==> src/rtl/sfdc_pkg.sv <==
// ----------------------------------------------------------------------------
// sfdc_pkg
// Shared types and constants for the serial frame deframer and checker.
// ----------------------------------------------------------------------------
package sfdc_pkg;

  localparam int unsigned HEAD_MAX = 8;
  localparam int unsigned HEAD_MIN = 3;

  // configuration register indexes
  localparam logic [1:0] REG_SYNC_FIRST  = 2'd0;
  localparam logic [1:0] REG_SYNC_SECOND = 2'd1;
  localparam logic [1:0] REG_HEADER_BYTES = 2'd2;
  localparam logic [1:0] REG_LENGTH_POS  = 2'd3;

  typedef enum logic [5:0] {
    PH_HUNT1   = 6'b000001,
    PH_HUNT2   = 6'b000010,
    PH_HEADER  = 6'b000100,
    PH_PAYLOAD = 6'b001000,
    PH_CHKLO   = 6'b010000,
    PH_CHKHI   = 6'b100000
  } phase_t;

  typedef struct packed {
    logic [7:0] sync_first;
    logic [7:0] sync_second;
    logic [3:0] header_bytes;
    logic [2:0] length_position;
  } cfg_t;

  typedef struct packed {
    logic       valid;
    logic [7:0] frame_byte;
    logic [8:0] byte_index;
    logic       frame_end;
    logic       frame_good;
    logic [7:0] payload_length;
  } result_t;

endpackage

==> src/rtl/sfdc_parser.sv <==
// ----------------------------------------------------------------------------
// sfdc_parser
// Frame parse state, running modulo-256 Fletcher sums and the per-beat result.
// ----------------------------------------------------------------------------
module sfdc_parser (
  input  logic               clk,
  input  logic               rst_n,
  input  sfdc_pkg::cfg_t     cfg,
  input  logic               beat_ok,
  input  logic [7:0]         rx_byte,
  output sfdc_pkg::result_t  res
);

  sfdc_pkg::phase_t phase_r, phase_nxt;
  logic [8:0] pos_r, pos_nxt;
  logic [7:0] len_r, len_nxt;
  logic [7:0] sum_lo_r, sum_lo_nxt;
  logic [7:0] sum_hi_r, sum_hi_nxt;
  logic [7:0] chk_lo_r, chk_lo_nxt;

  logic [3:0] hdr;
  logic [7:0] add_lo;
  logic [7:0] add_hi;
  logic [8:0] pos_inc;
  logic [8:0] pay_end;

  always_comb begin
    if (cfg.header_bytes < 4'(sfdc_pkg::HEAD_MIN)) begin
      hdr = 4'(sfdc_pkg::HEAD_MIN);
    end else if (cfg.header_bytes > 4'(sfdc_pkg::HEAD_MAX)) begin
      hdr = 4'(sfdc_pkg::HEAD_MAX);
    end else begin
      hdr = cfg.header_bytes;
    end
  end

  assign add_lo  = sum_lo_r + rx_byte;
  assign add_hi  = sum_hi_r + add_lo;
  assign pos_inc = pos_r + 9'd1;
  assign pay_end = {5'd0, hdr} + {1'b0, len_r};

  always_comb begin
    phase_nxt  = phase_r;
    pos_nxt    = pos_r;
    len_nxt    = len_r;
    sum_lo_nxt = sum_lo_r;
    sum_hi_nxt = sum_hi_r;
    chk_lo_nxt = chk_lo_r;
    res        = '0;
    res.frame_byte = rx_byte;
    res.byte_index = pos_r;

    unique case (phase_r)
      sfdc_pkg::PH_HUNT1: begin
        if (rx_byte == cfg.sync_first) begin
          sum_lo_nxt = rx_byte;
          sum_hi_nxt = rx_byte;
          phase_nxt  = sfdc_pkg::PH_HUNT2;
        end
      end
      sfdc_pkg::PH_HUNT2: begin
        if (rx_byte == cfg.sync_second) begin
          sum_lo_nxt = add_lo;
          sum_hi_nxt = add_hi;
          pos_nxt    = 9'd2;
          len_nxt    = '0;
          phase_nxt  = sfdc_pkg::PH_HEADER;
        end else if (rx_byte == cfg.sync_first) begin
          // mismatch byte may itself open a new frame
          sum_lo_nxt = rx_byte;
          sum_hi_nxt = rx_byte;
        end else begin
          phase_nxt = sfdc_pkg::PH_HUNT1;
        end
      end
      sfdc_pkg::PH_HEADER: begin
        res.valid = 1'b1;
        if (pos_r == {6'd0, cfg.length_position}) begin
          len_nxt = rx_byte;
        end
        sum_lo_nxt = add_lo;
        sum_hi_nxt = add_hi;
        pos_nxt    = pos_inc;
        if (pos_inc >= {5'd0, hdr}) begin
          phase_nxt = (len_nxt == 8'd0) ? sfdc_pkg::PH_CHKLO : sfdc_pkg::PH_PAYLOAD;
        end
        res.payload_length = len_nxt;
      end
      sfdc_pkg::PH_PAYLOAD: begin
        res.valid  = 1'b1;
        sum_lo_nxt = add_lo;
        sum_hi_nxt = add_hi;
        pos_nxt    = pos_inc;
        if (pos_inc >= pay_end) begin
          phase_nxt = sfdc_pkg::PH_CHKLO;
        end
        res.payload_length = len_r;
      end
      sfdc_pkg::PH_CHKLO: begin
        res.valid  = 1'b1;
        chk_lo_nxt = rx_byte;
        pos_nxt    = pos_inc;
        phase_nxt  = sfdc_pkg::PH_CHKHI;
        res.payload_length = len_r;
      end
      sfdc_pkg::PH_CHKHI: begin
        res.valid      = 1'b1;
        res.frame_end  = 1'b1;
        res.frame_good = (chk_lo_r == sum_lo_r) && (rx_byte == sum_hi_r);
        phase_nxt      = sfdc_pkg::PH_HUNT1;
        res.payload_length = len_r;
      end
      default: begin
        phase_nxt = sfdc_pkg::PH_HUNT1;
      end
    endcase
  end

  always_ff @(posedge clk) begin
    if (!rst_n) begin
      phase_r  <= sfdc_pkg::PH_HUNT1;
      pos_r    <= '0;
      len_r    <= '0;
      sum_lo_r <= '0;
      sum_hi_r <= '0;
      chk_lo_r <= '0;
    end else if (beat_ok) begin
      phase_r  <= phase_nxt;
      pos_r    <= pos_nxt;
      len_r    <= len_nxt;
      sum_lo_r <= sum_lo_nxt;
      sum_hi_r <= sum_hi_nxt;
      chk_lo_r <= chk_lo_nxt;
    end
  end

endmodule

==> config.mk <==
export PLATFORM = sky130hd
export DESIGN_NAME = sfdc_parser
export DESIGN_NICKNAME = d
export VERILOG_FILES = /design/src/rtl/sfdc_pkg.sv /design/src/rtl/sfdc_parser.sv
export SDC_FILE = /design/constraint.sdc
export NUM_CORES = 1
export LEC_CHECK = 0
export ABC_AREA = 1
export BUFFER_PORTS_ARGS = -buffer_cell sky130_fd_sc_hd__buf_2
export CORE_MARGIN = 4
export CORE_UTILIZATION = 59
export DETAILED_ROUTE_END_ITERATION = 10
export GPL_ROUTABILITY_DRIVEN = 0
export PLACE_DENSITY = 0.82
export SETUP_SLACK_MARGIN = 0.2
export SKIP_LAST_GASP = 1
export SLEW_MARGIN = 20
export SYNTH_ARGS = -nofsm -noshare
export SYNTH_HDL_FRONTEND = slang
export SYNTH_SLANG_ARGS = --single-unit
==> constraint.sdc <==
create_clock -name clk -period 3.3 [get_ports clk]
set_input_delay 0.66 -clock clk [delete_from_list [all_inputs] [get_ports clk]]
set_output_delay 0.66 -clock clk [all_outputs]
set_load 0.03 [all_outputs]
==> results by group <==
Pwr
  – Power density cells: 597.3 nW/um^2
  – Seq pwr share: 0.286
  – Int Pwr: 1.482 mW
  – Static Leak: 2.473 nW
  – Comb pwr share: 0.549
  – Switching share of total power: 0.4664
  – Clock group share of total power: 0.166
  – Max IR drop VDD: 0.4960 mV
  – Switch Pwr: 1.295 mW

Global route
  – Total GRT Usage: 0.2724
  – Number of global-route vias before repair: 4354
  – Largest net degree at the start of global routing: 30
  – First-pass GRT wire length: 19.07 mm
  – Initial antenna violation count: 0
  – Grt total ovfl: 0

Detailed routing
  – Routed vias/inst: 5.536
  – Via count: 4551
  – Wirelength, routed: 11.46 mm
  – DRT antenna net count: 0
  – DR pass1 iterations: 5
  – DRC Markers: 0
  – Per-cell routed wire length: 13.94 um
  – DR iter-0 viols: 256

Worst setup path
  – Worst flop-to-flop path startpoint: sum_lo_r[2]$_SDFFE_PN0P_
  – FF-to-FF path depth: 15
  – Crit. End Element: output pin
  – Critical path cell sequence: inv_2 > nand2_1 > nand3_1 > nor2_1 > nand2_2 > nand2_1 > o21ai_0 > or2_2 > o21ai_0 > buf_2
  – CP Launch Type: flip-flop
  – Reg2reg end: sum_hi_r[6]$_SDFFE_PN0P_
  – Slack of the worst reg-to-reg path: 620 ps
  – Worst-path maximum fanout: 15
  – Cell family with most CP delay: simple AND/OR/NAND/NOR gates
  – Worst path required time: 2640 ps
  – Worst stage delay on the critical path: 420 ps
  – Worst Setup EP: res[4]
  – Crit path kind: reg2out
  – Critical path origin: pos_r[0]$_SDFFE_PN0P_
  – CP Data Arrival Time: 2290 ps
  – Critical-path top delay cell: dfxtp_2
  – Worst path bufs/invs: 2
  – Critical path depth: 10

Layout
  – Non-Filler Instances: 822
  – Final #Nets: 794
  – Antenna cells: 0
  – Commonest non-fill, non-tap cell in the layout: nand2_1
  – Synth-to-Final Area Change: 10.01%
  – Layout cells sized above 1: 0.1625
  – Most frequent cells in the layout: 174 x nand2_1, 86 x inv_1, 61 x buf_2

Clock network
  – Clock sinks: 47
  – Clock Path Buffers: 2
  – Hold_buf cts: 0
  – Clk pin slew, worst setup/hold paths: 100 ps
  – Inserted Clock Buffers: 5
  – CTS tree: built
  – H-tree Lvls: 2
  – Clock root buffer: clkbuf_8
  – Clock Latency Late Sink: 310 ps

Outcome
  – Status: finished, final reports clean

Worst hold path
  – Worst hold-check path type: reg2reg
  – Hold Crit Start: phase_r[5]$_SDFFE_PN0P_

Place
  – IO Port Bufs: 61
  – Placed Cells: 814
  – Detail Placement HPWL: 8.955 mm

Timing
  – Max transition margin: 0.5617
  – Max Fclk: 339.4 MHz
  – Worst Max-Slew Pin Slew: 653.4 ps
  – Final setup skew: 7.842 ps
  – Hold Vio Cnt, Final: 0
  – RSZ-0062 raised after global routing: false
  – # setup viols final: 0
  – Final Cycle Share: 0.8929
  – Crit path time final: 2947 ps
  – Slew Limit Fails: 0
  – Post-route setup TNS: 0 ps

Yosys
  – Area leader, netlist: dfxtp_1
  – Seq cells post-synth: 47
  – Synth top area share: 0.2226
  – Syn_nets: 746
  – Synth cell types: 37
  – Post-synth EDFFs: 0
  – Synthesized area: 4227 um^2
  – Share of flip-flops with an asynchronous set or reset: 0
  – Synthesized area per cell: 6.243 um^2
  – Area contributors post-synth: dfxtp_1 22%, nand2_1 15%, ha_1 9.5%, inv_1 7.6%, a21oi_1 6.5%
  – Post-synthesis cell count: 677
  – Yosys Warn Count: 0
  – Synth Flop Type: dfxtp_1
  – Share of the yosys chip area belonging to registers: 0.2226

Floorplanning
  – Die Area: 8582 um^2
  – Initial Util: 0.6153
  – Core ar.: 6869 um^2
  – Row count: 30
  – Top Ports: 62
  – Die X: 92.64 um
  – Die height: 92.64 um

Job
  – Max-cap violations: 0
## layer usage
| layer | up-vias | global-route usage | wire length [um] |
|---|---|---|---|
| met5 | - | 0 | 0 |
| met4 | 0 | 0.1013 | 335 |
| met3 | 37 | 0.03493 | 754 |
| met2 | 165 | 0.5251 | 5798 |
| met1 | 2075 | 0.3007 | 4568 |
| li1 | 2274 | - | - |
## synthesized netlist by cell type (2+ instances only)
library cell,number
a211oi_1,2
a21oi_1,55
a21oi_2,2
a221oi_1,3
a22oi_1,6
buf_2,6
buf_4,12
buf_6,2
clkbuf_1,4
dfxtp_1,47
fa_1,3
ha_1,32
inv_1,86
inv_2,18
nand2_1,174
nand2_2,2
nand3_1,37
nand3b_1,3
nand4_1,4
nor2_1,48
nor2_2,8
nor3_1,2
nor4_1,2
o21ai_0,48
o21ai_1,22
o22ai_1,4
or2_2,10
xnor2_1,15
xor2_1,12
## metrics by stage
step           setup slack, ps  hold WS [ps]    util  instance area (um^2)  power (mW)
3_5_place_dp             104.4         486.2  0.6596                  4531       2.294
6_report                 353.4         507.7  0.6769                  4649       2.777
3_3_place_gp             204.6         484.3  0.6596                  4531       2.234
5_1_grt                  218.0         530.5  0.6769                  4649       3.019
2_1_floorplan            369.8         465.5       -                  4233       1.988
4_1_cts                  330.5         500.7  0.6767                  4648       2.748
## what timing repair did
| item | 4_1_cts | 5_1_grt |
|---|---|---|
| endpoints found under the setup margin | 0 | 12 |
| resized for setup | 0 | 2 |
| buffers inserted | 0 | 0 |
## logic make-up (layout without fill, tap and decap cells)
group	count (synthesis)	after routing	synth area share
flops	47	47	0.2226
compound gates	145	145	0.1835
buf+inv	129	178	0.1305
xor+xnor	27	27	0.05595
simple gates	294	294	0.2984
fa+ha+maj	35	35	0.1089
## state kept, by name, indices dropped and copies added, names as in the netlist
signal and count:
pos_r 9, sum_lo_r 8, len_r 8, chk_lo_r 8, phase_r 6, sum_hi_r 8
## final cells by class
| type | instances | area (um^2) |
|---|---|---|
| fillers | 618 | 2220 |
| flip-flops and latches | 47 | 942.2 |
| repair buffers | 65 | 335.3 |
| clock buffers | 6 | 82.58 |
| multi-input cells | 501 | 2740 |
| clock inverters | 2 | 35.03 |
| inverters | 105 | 394.1 |
| well taps | 96 | 120.1 |
## worst min-delay path by stage
stage / end / slack [ps] / depth (start not counted)
floorplan: phase_r[5]$_SDFFE_PN0P_ / 470 / 2
global placement: phase_r[5]$_SDFFE_PN0P_ / 480 / 2
detailed placement: phase_r[5]$_SDFFE_PN0P_ / 490 / 2
CTS: phase_r[5]$_SDFFE_PN0P_ / 500 / 2
global route: pos_r[8]$_SDFFE_PN0P_ / 530 / 2
finish: phase_r[5]$_SDFFE_PN0P_ / 510 / 2
## power by group through the flow
stage               Clock (mW)  Sequential, mW  Combinational, mW
finish                   0.460           0.793               1.52
global route             0.489           0.811               1.72
CTS                      0.458           0.789               1.50
detailed placement           0           0.800               1.49
global placement             0           0.795               1.44
floorplan                    0           0.781               1.21
## worst reg2reg max path, delay by kind of cell, from the launching register on
| kind | cells | cell delay [ps] |
|---|---|---|
| simple gates | 7 | 820 |
| fa+ha+maj | 2 | 600 |
| xor+xnor | 1 | 220 |
| compound gates | 4 | 510 |
| flops | 1 | 400 |
| buf+inv | 1 | 40 |
Note: power is estimated with default switching activity, not from simulation.
